### config.mk
export PLATFORM = sky130hd
export DESIGN_NAME = stm_front
export DESIGN_NICKNAME = d
export VERILOG_FILES = /design/src/design/stm_pkg.sv /design/src/design/stm_front.sv
export SDC_FILE = /design/constraint.sdc
export NUM_CORES = 1
export LEC_CHECK = 0
export ABC_AREA = 0
export BUFFER_PORTS_ARGS = -buffer_cell sky130_fd_sc_hd__buf_4
export CAP_MARGIN = 20
export CORE_ASPECT_RATIO = 1.5
export CORE_UTILIZATION = 48
export CTS_BUF_LIST = sky130_fd_sc_hd__clkbuf_8
export DETAILED_ROUTE_END_ITERATION = 8
export PLACE_DENSITY = 0.93
export SYNTH_ARGS = -nofsm -noshare
export SYNTH_HDL_FRONTEND = slang
export SYNTH_SLANG_ARGS = --single-unit
export TNS_END_PERCENT = 10
### constraint.sdc
create_clock -name clk -period 4.6 [get_ports clk]
set_input_delay 0.69 -clock clk [delete_from_list [all_inputs] [get_ports clk]]
set_output_delay 0.69 -clock clk [all_outputs]
set_load 0.01 [all_outputs]
### src/design/stm_pkg.sv
// Shared types and constants for the saturating track mixer.
`timescale 1ns / 1ps
`default_nettype none
package stm_pkg;

  localparam logic [1:0] OP_CLEAR = 2'd0;
  localparam logic [1:0] OP_ACCUM = 2'd1;
  localparam logic [1:0] OP_READ  = 2'd2;

  localparam logic [1:0] CFG_BUFFER_LENGTH   = 2'd0;
  localparam logic [1:0] CFG_CHANNELS_IN_USE = 2'd1;
  localparam logic [1:0] CFG_FORMAT_IS_S16   = 2'd2;

  localparam int SAMPLE_MAX = 32767;
  localparam int SAMPLE_MIN = -32768;

  localparam logic [12:0] BUFFER_LENGTH_RST   = 13'd4096;
  localparam logic [3:0]  CHANNELS_IN_USE_RST = 4'd2;

  typedef struct packed {
    logic [1:0]         operation;
    logic [2:0]         channel;
    logic [11:0]        position;
    logic [11:0]        start_offset;
    logic signed [15:0] track_sample;
    logic [15:0]        gain;
  } in_word_t;

  typedef struct packed {
    logic signed [15:0] read_sample;
    logic               clipped;
    logic               status;
  } out_word_t;

  typedef enum logic [1:0] {
    CMD_CLEAR,
    CMD_ACCUM,
    CMD_READ,
    CMD_DROP
  } cmd_kind_t;

  typedef struct packed {
    cmd_kind_t          kind;
    logic [2:0]         channel;
    logic [12:0]        target;
    logic signed [15:0] track_sample;
    logic [15:0]        gain;
  } cmd_t;

  typedef enum logic [1:0] {
    BK_IDLE,
    BK_READ,
    BK_FINISH
  } back_state_t;

endpackage
`default_nettype wire

### src/design/stm_front.sv
// Front end: configuration registers, target computation and range checks.
`timescale 1ns / 1ps
`default_nettype none
module stm_front #(
  parameter int MAX_CHANNELS = 8,
  parameter int BUF_SAMPLES  = 4096
) (
  input  wire                  clk,
  input  wire                  rst_n,
  input  wire                  cfg_valid,
  output logic                 cfg_ready,
  input  wire  [1:0]           cfg_index,
  input  wire  [12:0]          cfg_data,
  input  stm_pkg::in_word_t    in_word,
  output stm_pkg::cmd_t        cmd
);
  import stm_pkg::*;

  logic [12:0] len_r;
  logic [3:0]  chan_r;
  logic        fmt_r;
  logic [12:0] target;
  logic        in_range;
  logic        drop;

  assign cfg_ready = 1'b1;

  always_ff @(posedge clk) begin
    if (!rst_n) begin
      len_r  <= BUFFER_LENGTH_RST;
      chan_r <= CHANNELS_IN_USE_RST;
      fmt_r  <= 1'b1;
    end else if (cfg_valid) begin
      unique case (cfg_index)
        CFG_BUFFER_LENGTH:   len_r  <= cfg_data;
        CFG_CHANNELS_IN_USE: chan_r <= cfg_data[3:0];
        CFG_FORMAT_IS_S16:   fmt_r  <= cfg_data[0];
        default: ;
      endcase
    end
  end

  always_comb begin
    if (in_word.operation == OP_ACCUM) begin
      target = 13'(in_word.position) + 13'(in_word.start_offset);
    end else begin
      target = {1'b0, in_word.position};
    end
    in_range = (32'(in_word.channel) < 32'(chan_r)) &&
               (32'(in_word.channel) < MAX_CHANNELS) &&
               (32'(target) < 32'(len_r)) &&
               (32'(target) < BUF_SAMPLES);
    drop = !in_range || (in_word.operation == OP_ACCUM && !fmt_r);

    cmd.channel      = in_word.channel;
    cmd.target       = target;
    cmd.track_sample = in_word.track_sample;
    cmd.gain         = in_word.gain;
    if (drop) begin
      cmd.kind = CMD_DROP;
    end else begin
      unique case (in_word.operation)
        OP_CLEAR: cmd.kind = CMD_CLEAR;
        OP_ACCUM: cmd.kind = CMD_ACCUM;
        OP_READ:  cmd.kind = CMD_READ;
        default:  cmd.kind = CMD_DROP;
      endcase
    end
  end

endmodule
`default_nettype wire

Word level (Yosys, flattened, before mapping). Index checks and enable logic that the tools add are counted. W data, S select, Z words.

Bits in registers: 18. Bits in latches: 0. Bits in writable memories: 0. Bits in read-only memories: 0. Input bits: 79. Output and inout bits: 51. Word-level logic and storage cells: 25. Memories kept: 0.

Add/subtract/negate cells: 1. Multipliers: 0. Divide/modulo/power cells: 0. $lt $le $gt $ge: 3. Equality and inequality tests: 4. Shift-type cells: 0. Muxes and demuxes: 3. Bitwise operators: 0. Reductions and logical operators: 11.

Operator list (count): $add A12 B12 Y13 (1); $lt A13 B13 Y1 (1); $lt A13 B13 Y1 const B (1); $mux W13 (1); $pmux W2 S3 (1); $reduce_and A2 Y1 (3); $eq A2 B1 Y1 const B (2); $eq A2 B2 Y1 const B (2); $logic_not A2 Y1 (2); $lt A3 B4 Y1 (1); $logic_and A1 B1 Y1 (3); $logic_not A1 Y1 (2); $mux W2 (1); $logic_or A1 B1 Y1 (1).

Depth between registers and ports, before layout.
Word-level depth: 8. Gate-level depth with buffers: 13. Gate-level depth less buffers: 13.

Least setup slack after synthesis. OpenSTA, ideal clock, no wires.

Kind: in2out. From: in in_word[32] (netlist name). To: out cmd[48] (netlist name). Data arrival time: 3230 ps. Data required time: 3910 ps. Slack: 680 ps. Stages: 12. Path buffers: 0. Cell sequence: ha_1 > fa_1 > a21oi_1 > o21ai_1 > o21ai_0 > xor2_1 > o21ai_0 > ha_1 > a21oi_1 > a21oi_1 > nor4_1 > nand4b_1.

RTL lines: start, declared (RTL line stm_front.sv:14) `input stm_pkg::in_word_t in_word,`; end, declared (RTL line stm_front.sv:15) `output stm_pkg::cmd_t cmd`.

==> flow_metrics.env <==
export IMPL_status="complete, no violations"
export IMPL_crit_path_frequent_cell="a21oi_1"
export IMPL_hpwl_um=3790
export IMPL_max_stage_delay_ns=0.40
export IMPL_utilization_pct=58.3
export IMPL_crit_family="adder cells"
export IMPL_drc=0
export IMPL_grtUsageMet1_pct=22.7
export IMPL_grt_total_usage_pct=21.5
export IMPL_ant_nets=0
export IMPL_slowest_stage="fa_1"
export IMPL_fill_cells=372
export IMPL_cp_arrival_ns=3.61
export IMPL_switching_share_pct=31.3
export IMPL_grt_setup_unrepaired="false"
export IMPL_io_buffers=64
export IMPL_maxCapViolations=0
export IMPL_start_kind="input port"
export IMPL_power_frac_clock_pct=25.5
export IMPL_setup_viol=0
export IMPL_top_usage_layer="met2"
export IMPL_clock_fmax_mhz=233
export IMPL_via_count=1830
export IMPL_cts_tree="done"
export IMPL_root_buffer="clkbuf_8"
export IMPL_critical_path_class="in -> out"
export IMPL_post_route_min_period_ns=4.30
export IMPL_place_gp_congestion=0.897
export IMPL_netlist_instances=266
export IMPL_numCtsBuffers=3
export IMPL_syn_avg_cell_area_sq_um=7.59
export IMPL_worst_pin_slew_ns=0.840
export IMPL_postSynth_asyncResetShare_pct=0
export IMPL_fin_crit_sh_pct=93.5
export IMPL_antenna_found_initial=0
export IMPL_crit_chain="buf_4 -> ha_1 -> fa_1 -> a21oi_1 -> o21ai_1 -> o21ai_0 -> xor2_1 -> o21ai_0 -> ha_1 -> a21oi_1 -> a21oi_1 -> nor4_1 -> nand4b_1 -> buf_4"
export IMPL_grt_use_met3_pct=2.04
export IMPL_htreeDepth=1
export IMPL_ys_seq_area_share_pct=17.8
export IMPL_die_area_sq_um=4480
export IMPL_synth_ff_type="dfxtp_1"
export IMPL_hold_viol_final=0
export IMPL_internal_power_w=0.000338
export IMPL_first_pass_iters=4
export IMPL_fp_dieW_um=55.0
export IMPL_multiInputGateArea_sq_um=1290
export IMPL_antennaDiodeCount=0
export IMPL_use_met2_pct=39.9
export IMPL_drive_gt1_share_pct=25.9
export IMPL_p_leak_nw=1.06
export IMPL_clk_latency_ns=0.25
export IMPL_crit_fanout=3
export IMPL_p_seq_share_pct=33.2
export IMPL_pwr_density_cell_nw_per_um2=211
export IMPL_ys_types=45
export IMPL_netSwitchingPower_w=0.000154
export IMPL_rows=28
export IMPL_required_ns=3.91
export IMPL_floorplan_initialDensity_pct=50.6
export IMPL_grt_pass1_vias=1790
export IMPL_cts_setup_buffers=0
export IMPL_grt_pass1_wl_um=7310
export IMPL_coreArea_sq_um=3990
export IMPL_tns_ns=0
export IMPL_ios=130
export IMPL_ys_warn_count=0
export IMPL_combPwrFrac_pct=41.3
export IMPL_cts_hold_buf=0
export IMPL_hold_path_class="reg -> reg"
export IMPL_clockBufferDepth=2
export IMPL_synth_edf_count=0
export IMPL_synth_area_sq_um=2020
export IMPL_clkSlewWorstSetupHoldPaths_ns=0.06
export IMPL_drt_iter0_markers=30
export IMPL_area_delta_synth_final_pct=15.3
export IMPL_die_h_um=81.4
export IMPL_ys_ff_latch=18
export IMPL_grt_max_degree=25
export IMPL_gr_total_overflow=0
export IMPL_crit_buf_inv=2
export IMPL_seq_area_sq_um=360
export IMPL_layout_nets=401
export IMPL_vias_per_cell=5.40
export IMPL_skew_ns=0
export IMPL_routed_wl_um=4440
export IMPL_cts_resized_gates=0
export IMPL_post_drt_wl_per_cell_um=13.1
export IMPL_maxSlewViolCount=0
export IMPL_peakVddDrop_mv=0.226
export IMPL_syn_nets=372
export IMPL_cts_sinks=18
export IMPL_critPathCaptureType="output port"
export IMPL_relSlewSlack_pct=44.0
-- power groups by stage --
stage | clock network (W) | registers [W] | logic, W
3_3_place_gp | 0 | 0.000167 | 0.000197
3_5_place_dp | 0 | 0.000167 | 0.000203
5_1_grt | 0.000133 | 0.000164 | 0.000228
6_report | 0.000126 | 0.000164 | 0.000203
4_1_cts | 0.000126 | 0.000164 | 0.000204
2_1_floorplan | 0 | 0.000167 | 0.000152
-- cell usage after synthesis, types with 4 or more instances --
cell type,count,area [sq um]
ha_1,26,325
clkbuf_1,4,15.0
xor2_1,4,35.0
a21oi_1,12,60.1
nand4_1,4,25.0
a21boi_0,11,82.6
buf_4,36,270
inv_1,20,75.1
mux2i_1,4,40.0
nand3_1,5,25.0
nor3_1,4,20.0
nand3b_1,4,30.0
nor2b_1,7,43.8
dfxtp_1,18,360
o21ai_1,4,20.0
o21ai_0,12,60.1
nand2_1,45,169
nor2_1,6,22.5
-- cell families (layout without fill, tap and decap cells) --
kind of cell | after synthesis | count (layout) | share of synthesized area (%)
compound gates | 58 | 58 | 19.0
xor+xnor | 6 | 6 | 2.60
fa+ha+maj | 27 | 27 | 17.1
buf+inv | 61 | 89 | 18.1
flops | 18 | 18 | 17.8
mux | 5 | 5 | 2.54
other cells | 1 | 1 | 0.186
simple gates | 90 | 90 | 22.6
-- sequential cells by signal (all words and copies together) (netlist names) --
| signal | count |
|---|---|
| chan_r | 4 |
| fmt_r | 1 |
| len_r | 13 |
-- area by class of cell --
| cell class | count | share of cell area, % |
|---|---|---|
| inverter | 20 | 3.22 |
| timing repair buffer | 65 | 21.0 |
| clock buffer | 4 | 2.36 |
| tap | 45 | 2.42 |
| multi-input combinational | 187 | 55.6 |
| sequential | 18 | 15.5 |
-- through the flow --
stage          total power [W]  hold slack [ns]  instances  setup slack, ns  cell area [sq um]
3_5_place_dp          0.000370            0.456        335            0.300               2270
3_3_place_gp          0.000364            0.444        335            0.322               2270
4_1_cts               0.000494            0.465        339            0.296               2330
5_1_grt               0.000525            0.485        339           0.0645               2330
2_1_floorplan         0.000319            0.435        266            0.680               2020
6_report              0.000492            0.462        339            0.300               2330
-- metal layers --
metal / wire (um) / vias to the layer above
met4: 182 / 0
met5: 0 / -
met3: 225 / 22
li1: - / 937
met1: 1670 / 818
met2: 2370 / 53
-- path summary, 6_finish.rpt --
kind          endpoint         from  cells past startpoint  slack (ns)
max reg2reg  chan_r[1]    chan_r[1]                      4        3.95
min reg2reg   len_r[3]     len_r[3]                      2        0.46
min           len_r[3]     len_r[3]                      2        0.46
max            cmd[48]  in_word[32]                     14        0.30
-- worst reg2reg max path: stages (launching register included) --
cell     delay [ns]
dfxtp_1        0.30
inv_1          0.06
nand2_1        0.04
o21ai_0        0.07
nand2_1        0.07
-- placed cells by master, fill, tap and decap left out, drive strengths merged, types with 2 or more instances in the layout --
cell	count
a211oi	2
a21boi	12
a21o	4
a21oi	12
a221oi	2
a31oi	2
buf	65
clkbuf	4
dfxtp	18
ha	26
inv	20
mux2i	4
nand2	45
nand2b	2
nand3	6
nand3b	4
nand4	4
nand4b	2
nor2	6
nor2b	7
nor3	4
nor3b	3
nor4	2
o21a	3
o21ai	16
or3	2
xnor2	2
xor2	4
(Power assumes the default switching activity.)
