==> config.mk <==
export PLATFORM = sky130hd
export DESIGN_NAME = stm_queue
export DESIGN_NICKNAME = d
export VERILOG_FILES = /design/src/design/stm_pkg.sv /design/src/design/stm_queue.sv
export SDC_FILE = /design/constraint.sdc
export NUM_CORES = 1
export LEC_CHECK = 0
export ABC_AREA = 1
export BUFFER_PORTS_ARGS = -buffer_cell sky130_fd_sc_hd__buf_4
export CORE_MARGIN = 2
export CORE_UTILIZATION = 47
export DETAILED_ROUTE_END_ITERATION = 7
export PLACE_DENSITY = 0.77
export SYNTH_ARGS = -nofsm -noshare
export SYNTH_HDL_FRONTEND = slang
export SYNTH_SLANG_ARGS = --single-unit
==> constraint.sdc <==
create_clock -name clk -period 8.8 [get_ports clk]
set_clock_uncertainty 0.05 [all_clocks]
set_input_delay 1.76 -clock clk [delete_from_list [all_inputs] [get_ports clk]]
set_output_delay 1.76 -clock clk [all_outputs]
set_load 0.005 [all_outputs]
==> src/design/stm_pkg.sv <==
// Shared types and constants for the saturating track mixer.
`timescale 1ns / 1ps
`default_nettype none
package stm_pkg;

  localparam logic [1:0] OP_CLEAR = 2'd0;
  localparam logic [1:0] OP_ACCUM = 2'd1;
  localparam logic [1:0] OP_READ  = 2'd2;

  localparam logic [1:0] CFG_BUFFER_LENGTH   = 2'd0;
  localparam logic [1:0] CFG_CHANNELS_IN_USE = 2'd1;
  localparam logic [1:0] CFG_FORMAT_IS_S16   = 2'd2;

  localparam int SAMPLE_MAX = 32767;
  localparam int SAMPLE_MIN = -32768;

  localparam logic [12:0] BUFFER_LENGTH_RST   = 13'd4096;
  localparam logic [3:0]  CHANNELS_IN_USE_RST = 4'd2;

  typedef struct packed {
    logic [1:0]         operation;
    logic [2:0]         channel;
    logic [11:0]        position;
    logic [11:0]        start_offset;
    logic signed [15:0] track_sample;
    logic [15:0]        gain;
  } in_word_t;

  typedef struct packed {
    logic signed [15:0] read_sample;
    logic               clipped;
    logic               status;
  } out_word_t;

  typedef enum logic [1:0] {
    CMD_CLEAR,
    CMD_ACCUM,
    CMD_READ,
    CMD_DROP
  } cmd_kind_t;

  typedef struct packed {
    cmd_kind_t          kind;
    logic [2:0]         channel;
    logic [12:0]        target;
    logic signed [15:0] track_sample;
    logic [15:0]        gain;
  } cmd_t;

  typedef enum logic [1:0] {
    BK_IDLE,
    BK_READ,
    BK_FINISH
  } back_state_t;

endpackage
`default_nettype wire

==> src/design/stm_queue.sv <==
// Two-entry command queue between front and back end.
`timescale 1ns / 1ps
`default_nettype none
module stm_queue (
  input  wire            clk,
  input  wire            rst_n,
  input  wire            push,
  input  stm_pkg::cmd_t  push_cmd,
  output logic           full,
  input  wire            pop,
  output stm_pkg::cmd_t  head,
  output logic           empty
);
  import stm_pkg::*;

  cmd_t       slot_r [2];
  logic       wr_ptr_r;
  logic       rd_ptr_r;
  logic [1:0] count_r;
  logic       do_push;
  logic       do_pop;

  assign full    = (count_r == 2'd2);
  assign empty   = (count_r == 2'd0);
  assign do_push = push && !full;
  assign do_pop  = pop && !empty;
  assign head    = slot_r[rd_ptr_r];

  always_ff @(posedge clk) begin
    if (!rst_n) begin
      wr_ptr_r <= 1'b0;
      rd_ptr_r <= 1'b0;
      count_r  <= 2'd0;
    end else begin
      if (do_push) wr_ptr_r <= !wr_ptr_r;
      if (do_pop)  rd_ptr_r <= !rd_ptr_r;
      if (do_push && !do_pop) begin
        count_r <= count_r + 2'd1;
      end else if (do_pop && !do_push) begin
        count_r <= count_r - 2'd1;
      end
    end
  end

  always_ff @(posedge clk) begin
    if (do_push) slot_r[wr_ptr_r] <= push_cmd;
  end

endmodule
`default_nettype wire

; After elaboration in Yosys (flattened, before gate mapping)
; Memory sizes are Yosys's and may differ from the RTL's. A register that Yosys moved wholly into a read port is not among the register bits.
; Cells that the tools add are included.
[totals]
wordCells = 25
ram_bits = 100
inputBits = 54
out_inout_bits = 52
reg_bits = 4
n_memories = 1
[mem_list]
columns = memory, words, width, read_ports, rd_clocked_by_memory_dff, wr, line_no
row1 = slot_r, 2, 50, 1, 1, 1, stm_queue.sv:16  ; cmd_t slot_r [2];
[op_classes]
addsub = 2
reduce_logical = 12
n_mux = 6
eq_ne = 1
[op_table]
columns = operator, n
row1 = logical NOT 1 bit, 6
row2 = logical AND 1 bit, 4
row3 = two-way mux 1 bit, 4
row4 = two-way mux 2 bit, 2
row5 = "adder 2 x 1 -> 2 bit, second input constant", 1
row6 = "equality test 2 bit, second input constant", 1
row7 = logical NOT 2 bit, 1
row8 = nonzero test 2 bit, 1
row9 = "subtractor 2 x 1 -> 2 bit, second input constant", 1

; Depth between registers and ports, before layout
; Gate-level depths: netlist of the first run.
[depth]
word_depth = 7
ltp_mapped = 10
ltp_nobuf = 10

; Least setup slack after synthesis of the first run
; OpenSTA, ideal clock, no wires.
[synth_timing]
kind = input port to flip-flop
start = in push
end = mem slot_r[0][0] (netlist name), enable pin
path_buffers = 0
required_time_ps = 8292
path_slack_ps = 4368
arrival_ps = 3925
setup_time_ps = 458
path_stages = 2
path_cell_list = o21ai_2 > nor2_1
[synth_via]
elab_chain_len = 3
[synth_rtl]
columns = element, line_no
row1 = from (decl), stm_queue.sv:7  ; input wire push,
row2 = logical AND 1 bit, stm_queue.sv:25  ; assign do_push = push && !full;
row3 = two-way mux 1 bit, stm_queue.sv:46  ; if (do_push) slot_r[wr_ptr_r] <= push_cmd;
row4 = two-way mux 1 bit (implied by the code), stm_queue.sv:46
row5 = to (decl), stm_queue.sv:16
; No other way between the ends.

==> run_results.csv, run 1 <==
group,metric,value,unit
run_status,status,"finished, final reports clean",
worst_setup_path,reg2regPathDepth,3,
floorplanning,die_area,9510,sq um
power,power-per-cell-area,254,nW/um^2
sta,fin_crit,3.66,ns
floorplanning,num_rows,34,
worst_setup_path,start_kind,"flop",
yosys,synth.distinct_cells,14,
clocking,post_cts_resized,0,
yosys,yosys_warnings,0,
global_routing,track_usage,0.131,
clocking,cts_htree_levels,3,
layout,drive_gt1_frac,0.563,
global_routing,gr-total-overflow,0,
yosys,yosysTopAreaCellShare,0.731,
sta,setup_viol,0,
worst_setup_path,worst-path-max-fanout,50,
sta,finalWorstSetupSlack,5.14,ns
clocking,postCtsSetupRepairBufs,0,
yosys,synthFlopType,"edfxtp_1",
floorplanning,start_util,0.478,
sta,tightest_slew,0.922,ns
route,routed_via_density,4.70,
clocking,cts_tree,"built",
sta,slew_headroom,0.385,
route,ant_nets,0,
clocking,root_buffer,"clkbuf_8",
route,wl_met3,403,microns
yosys,ys_seq_area_frac,0.755,
yosys,ys_ff_latch,105,
global_routing,grt_pass1_wl,9.63,mm
layout,layout.nets,361,
route,routed.top_layer,"met4",
floorplanning,fp.dieH,97.5,microns
route,met1_length,2.55,mm
yosys,synth_cells,194,
worst_setup_path,reg2reg_to,"slot_r[0][9]",
floorplanning,fp.dieW,97.5,microns
placement,portBuffers,105,
yosys,synth_nets,249,
sta,finalHoldViolations,0,
worst_setup_path,reg2reg_from,"count_r[0]",
route,drc,0,
sta,drv_slew,0,
worst_hold_path,min_delay_worst_endpoint,"rd_ptr_r",
route,met2_length,3.16,mm
placement,hpwl,4.29,mm
placement,place_worst_setup_slack,5.37,ns
floorplanning,coreArea,8590,sq um
layout,diodes,0,
yosys,synth_top_cell_by_area,"edfxtp_1",
worst_setup_path,cp_num_buf_inv,1,
yosys,syn_area,4110,sq um
route,drt_iter0_drc,61,
sta,rsz0062_at_grt,"false",
placement,place.gp.congestion,0.705,
worst_hold_path,holdPathStages,2,
global_routing,grt_pass1_vias,2025,
floorplanning,io_pins,106,
layout,area_growth,25.3,%
sta,finalSetupTns,0,ns
yosys,synth_area_leaders,"edfxtp_1 (73%), mux2_4 (18%), buf_12 (2.4%)",
worst_setup_path,reg2reg_slack,6.81,ns
clocking,cts-buffers-inserted,9,
job,drv_cap,0,
power,ir_drop,0.138,mV
yosys,synth_edf_count,100,
worst_setup_path,worstPathArrival,1.85,ns
worst_setup_path,slowest_delay,0.97,ns
global_routing,grt_max_degree,51,
worst_setup_path,crit_path_top_delay_cell,"dfxtp_4",
sta,fmax,274,MHz
clocking,cts_sinks,105,
worst_hold_path,min_path_type,"flop to flop",
global_routing,antenna_found_initial,0,
route,drtPass1Iterations,4,
worst_hold_path,min_from,"rd_ptr_r",
worst_setup_path,crit_family,"flip-flops",
route,post_drt_wl_per_cell,14.8,microns
route,wirelength,6.21,mm
worst_setup_path,crit_type,"flop to primary output",
yosys,ys_async_sr_fraction,0,
clocking,cts.clk_slew.worst_paths,0.09,ns
worst_setup_path,worstPathCellList,"mux2_4 -> buf_4",
yosys,post_synth.cell_area_avg,21.2,sq um
power,p_leak,2.04,nW
sta,fin_crit_sh,0.415,
clocking,cts_buffer_depth,2,
worst_setup_path,worst_ep_required_time,6.99,ns
clocking,cts_hold_buffers,0,
clocking,worstSkewPairLatency,0.35,ns
route,vias,1971,
worst_setup_path,worstSetupEndpointType,"primary output",
where the power goes:
part	switching [mW]	internal, mW	total (mW)	leakage [nW]
combinational	0.123	0.217	0.340	0.968
sequential	0.0539	0.632	0.686	0.975
clock	0.152	0.131	0.283	0.0987
metal layers:
metal  up-vias  global-route usage
li1        958                   -
met5         -                   0
met4         0              0.0545
met1       932               0.160
met3         9              0.0381
met2        72               0.220
synthesized netlist by cell type (2+ instances only):
cell and instances:
buf_12 5, dfxtp_1 5, edfxtp_1 100, inv_1 9
mux2_4 50, nand2_1 6, nor2_1 11, o21ai_0 2
worst reg2reg max path: stages, from the launching register on:
cell and delay, ns:
dfxtp_1 0.42, o21ai_2 0.15, nor2_4 0.55, buf_4 0.48
stage by stage:
step,instance area (sq um),hold slack [ns],util,power [mW],instances
floorplan,4110,0.417,-,0.906,194
global placement,4960,0.432,0.577,1.04,403
detailed placement,4960,0.442,0.577,1.05,403
CTS,5150,0.468,0.599,1.33,419
global route,5150,0.508,0.599,1.38,419
finish,5150,0.461,0.599,1.31,419
cells by family (layout without fill, tap and decap cells):
family / Yosys count / in the layout / synth area share
DFF: 105 / 105 / 0.755
muxes: 50 / 50 / 0.183
and+or+nand+nor: 19 / 19 / 0.0183
buffers and inverters: 15 / 132 / 0.0353
AOI/OAI and AO/OA: 4 / 4 / 0.00578
adders and majority gates: 1 / 1 / 0.00304
area by class of cell:
type	instances	area, sq um
Inverter	9	33.8
Clock inverter	7	68.8
Timing Repair Buffer	107	803
Multi-Input combinational cell	74	877
Fill cell	650	3440
Clock buffer	9	124
Sequential cell	105	3110
Tap cell	108	135
state kept, by name, indices dropped and copies added (netlist names), named ones only:
signal    cells
count_r       2
rd_ptr_r      1
slot_r      100
wr_ptr_r      1
cells in the final DEF, fill, tap and decap left out:
master     netlist  routed
o21ai_0          2       2
o21ai_2          1       1
clkinv_2         0       1
nand2_1          6       6
clkinv_1         0       2
a21oi_1          1       1
nand3_1          1       1
nand4_1          1       1
edfxtp_1       100     100
clkinv_4         0       2
dfxtp_4          0       1
inv_6            0       1
mux2_4          50      50
buf_4            0     107
bufinv_16        0       1
clkbuf_8         0       9
dfxtp_1          5       4
nor2_1          11       9
ha_1             1       1
nor2_4           0       2
inv_1            9       9
worst max path at each step:
stage	to	slack, ns	cells after the start
final	head[29]	5.14	2
after global routing	head[15]	5.04	2
after CTS	head[18]	5.09	2
after detailed placement	slot_r[1][28]	5.37	4
after global placement	slot_r[1][22]	5.39	4
after floorplan	slot_r[0][0]	4.37	2
Note: power is estimated with default switching activity, not from simulation.
==> inputs of run 2 (changes only) <==
--- a/config.mk
+++ b/config.mk
@@ -10,7 +10,7 @@
 export CORE_MARGIN = 2
 export CORE_UTILIZATION = 47
 export DETAILED_ROUTE_END_ITERATION = 7
-export PLACE_DENSITY = 0.77
+export PLACE_DENSITY = 0.8
 export SYNTH_ARGS = -nofsm -noshare
 export SYNTH_HDL_FRONTEND = slang
 export SYNTH_SLANG_ARGS = --single-unit
==> constraint.sdc (replaced) <==
create_clock -name clk -period 3.29 [get_ports clk]
set_clock_uncertainty 0.05 [all_clocks]
set_input_delay 0.658 -clock clk [delete_from_list [all_inputs] [get_ports clk]]
set_output_delay 0.658 -clock clk [all_outputs]
set_load 0.005 [all_outputs]
==> run_results.csv, run 2 (synthesis results as in run 1) <==
group,metric,value,unit
run_status,status,"finished, final reports clean",
sta,drv_slew,0,
route,post_drt_wl_per_cell,15.6,microns
route,wirelength,6.52,mm
power,intPower,2.71,mW
worst_setup_path,worstSetupEndpointType,"primary output",
placement,portBuffers,105,
layout,area_growth,26.5,%
sta,finalHoldViolations,0,
layout,layout.cells.non_filler,419,
worst_setup_path,slowest_delay,1.00,ns
power,p_leak,2.05,nW
worst_setup_path,worst_ep_required_time,2.58,ns
power,power-per-cell-area,693,nW/um^2
power,ir_drop,0.466,mV
global_routing,gr-total-overflow,0,
layout,largest_reg_flops,100,
global_routing,grt_max_degree,51,
clocking,worstSkewPairLatency,0.35,ns
worst_hold_path,min_path_type,"input pin to flop",
route,drt_iter0_drc,73,
power,switchingPower,0.891,mW
clocking,root_buffer,"clkbuf_8",
layout,drive_gt1_frac,0.563,
power,p_clk_frac,0.233,
worst_setup_path,cp_num_buf_inv,1,
layout,stdcell_area,5200,sq um
layout,layout.nets,361,
route,drtPass1Iterations,3,
floorplanning,coreArea,8590,sq um
floorplanning,start_util,0.478,
placement,place.gp.congestion,0.688,
clocking,cts_htree_levels,3,
layout,reg.largest.list,"slot_r: 100 flops, count_r: 2 flops",
placement,placedInstanceArea,4980,sq um
worst_setup_path,reg2reg_from,"count_r[0]",
worst_setup_path,worstPathCellList,"mux2_4 -> buf_4",
sta,tightest_slew,0.956,ns
route,routed_via_density,4.86,
power,pwr-share-comb,0.257,
clocking,cts_buffer_depth,2,
layout,mostFrequentLayoutCell,"buf_4",
floorplanning,die_area,9510,sq um
sta,slew_headroom,0.363,
route,drc,0,
global_routing,antenna_found_initial,0,
sta,final.hold.worst_slack,0.433,ns
sta,setup_viol,0,
route,vias,2036,
power,seq_power_share,0.510,
route,ant_nets,0,
worst_setup_path,endpoint,"head[17]",
placement,place_worst_setup_slack,1.08,ns
floorplanning,num_rows,34,
placement,hpwl,4.36,mm
job,drv_cap,0,
global_routing,grt_pass1_wl,10.2,mm
layout,largest-register,"slot_r",
clocking,cts_hold_buffers,0,
floorplanning,fp.dieH,97.5,microns
clocking,cts_tree,"built",
sta,rsz0062_at_grt,"false",
worst_setup_path,crit_path_top_delay_cell,"dfxtp_4",
global_routing,track_usage,0.138,
clocking,cts_sinks,105,
worst_setup_path,start_kind,"flop",
sta,finalWorstSetupSlack,0.705,ns
sta,fin_crit_sh,0.786,
clocking,post_cts_resized,0,
global_routing,grt_pass1_vias,2139,
worst_setup_path,reg2reg_to,"slot_r[1][14]",
layout,nFillCells,670,
sta,fin_crit,2.59,ns
clocking,cts.clk_slew.worst_paths,0.10,ns
worst_setup_path,crit_family,"flip-flops",
worst_setup_path,cp.depth,2,
placement,dpl.cell_count,403,
clocking,cts-buffers-inserted,9,
layout,final_cell_mix,"buf_4 (105), edfxtp_1 (100), mux2_4 (50)",
layout,diodes,0,
worst_setup_path,crit_type,"flop to primary output",
worst_setup_path,reg2reg_slack,1.53,ns
sta,fmax,387,MHz
power,p_sw_frac,0.247,
worst_setup_path,reg2regPathDepth,3,
worst_setup_path,worstPathArrival,1.88,ns
clocking,postCtsSetupRepairBufs,0,
floorplanning,fp.dieW,97.5,microns
worst_setup_path,worst-path-max-fanout,50,
floorplanning,io_pins,106,
==> run 2: cell types whose count changed in the layout (fill, tap and decap cells not counted) <==
cell,previous run,this run
buf_12,0,2
buf_4,107,105
bufinv_16,1,2
clkinv_2,1,0
clkinv_4,2,0
clkinvlp_4,0,1
inv_6,1,2
==> run 2: power groups by stage <==
stage | registers (mW) | clock network (mW) | logic (mW)
global placement | 1.86 | 0 | 0.923
floorplan | 1.77 | 0 | 0.652
finish | 1.84 | 0.840 | 0.925
CTS | 1.84 | 0.866 | 0.943
global route | 1.86 | 0.920 | 1.00
detailed placement | 1.87 | 0 | 0.939
==> run 2: routing by layer <==
| metal | vias to the layer above | part of all wire | track usage |
|---|---|---|---|
| met5 | - | 0 | 0 |
| li1 | 957 | - | - |
| met3 | 10 | 0.054 | 0.0324 |
| met1 | 1002 | 0.39 | 0.161 |
| met2 | 67 | 0.54 | 0.242 |
| met4 | 0 | 0.015 | 0.0630 |
==> run 2: cell type report <==
type,instances,area (sq um),share of cell area
well taps,108,135,0.0260
inverters,9,33.8,0.00650
clock inverters,7,92.6,0.0178
flip-flops and latches,105,3110,0.598
repair buffers,107,828,0.159
clock buffers,9,124,0.0238
multi-input cells,74,877,0.169
==> run 2: worst min path at each step <==
stage	from	to	slack, ns	cells after the start
detailed placement	rd_ptr_r	flop	0.44	2
global placement	rd_ptr_r	flop	0.43	2
global route	push_cmd[28]	slot_r[1][28]	0.41	1
finish	push_cmd[12]	slot_r[1][12]	0.43	1
CTS	push_cmd[12]	slot_r[0][12]	0.41	1
floorplan	rd_ptr_r	flop	0.42	2
==> run 2: metrics by stage <==
step | setup TNS [ns] | util | power, mW
floorplan | -4.01 | - | 2.42
global placement | 0 | 0.580 | 2.78
global route | 0 | 0.605 | 3.79
detailed placement | 0 | 0.580 | 2.81
finish | 0 | 0.605 | 3.60
CTS | 0 | 0.605 | 3.65
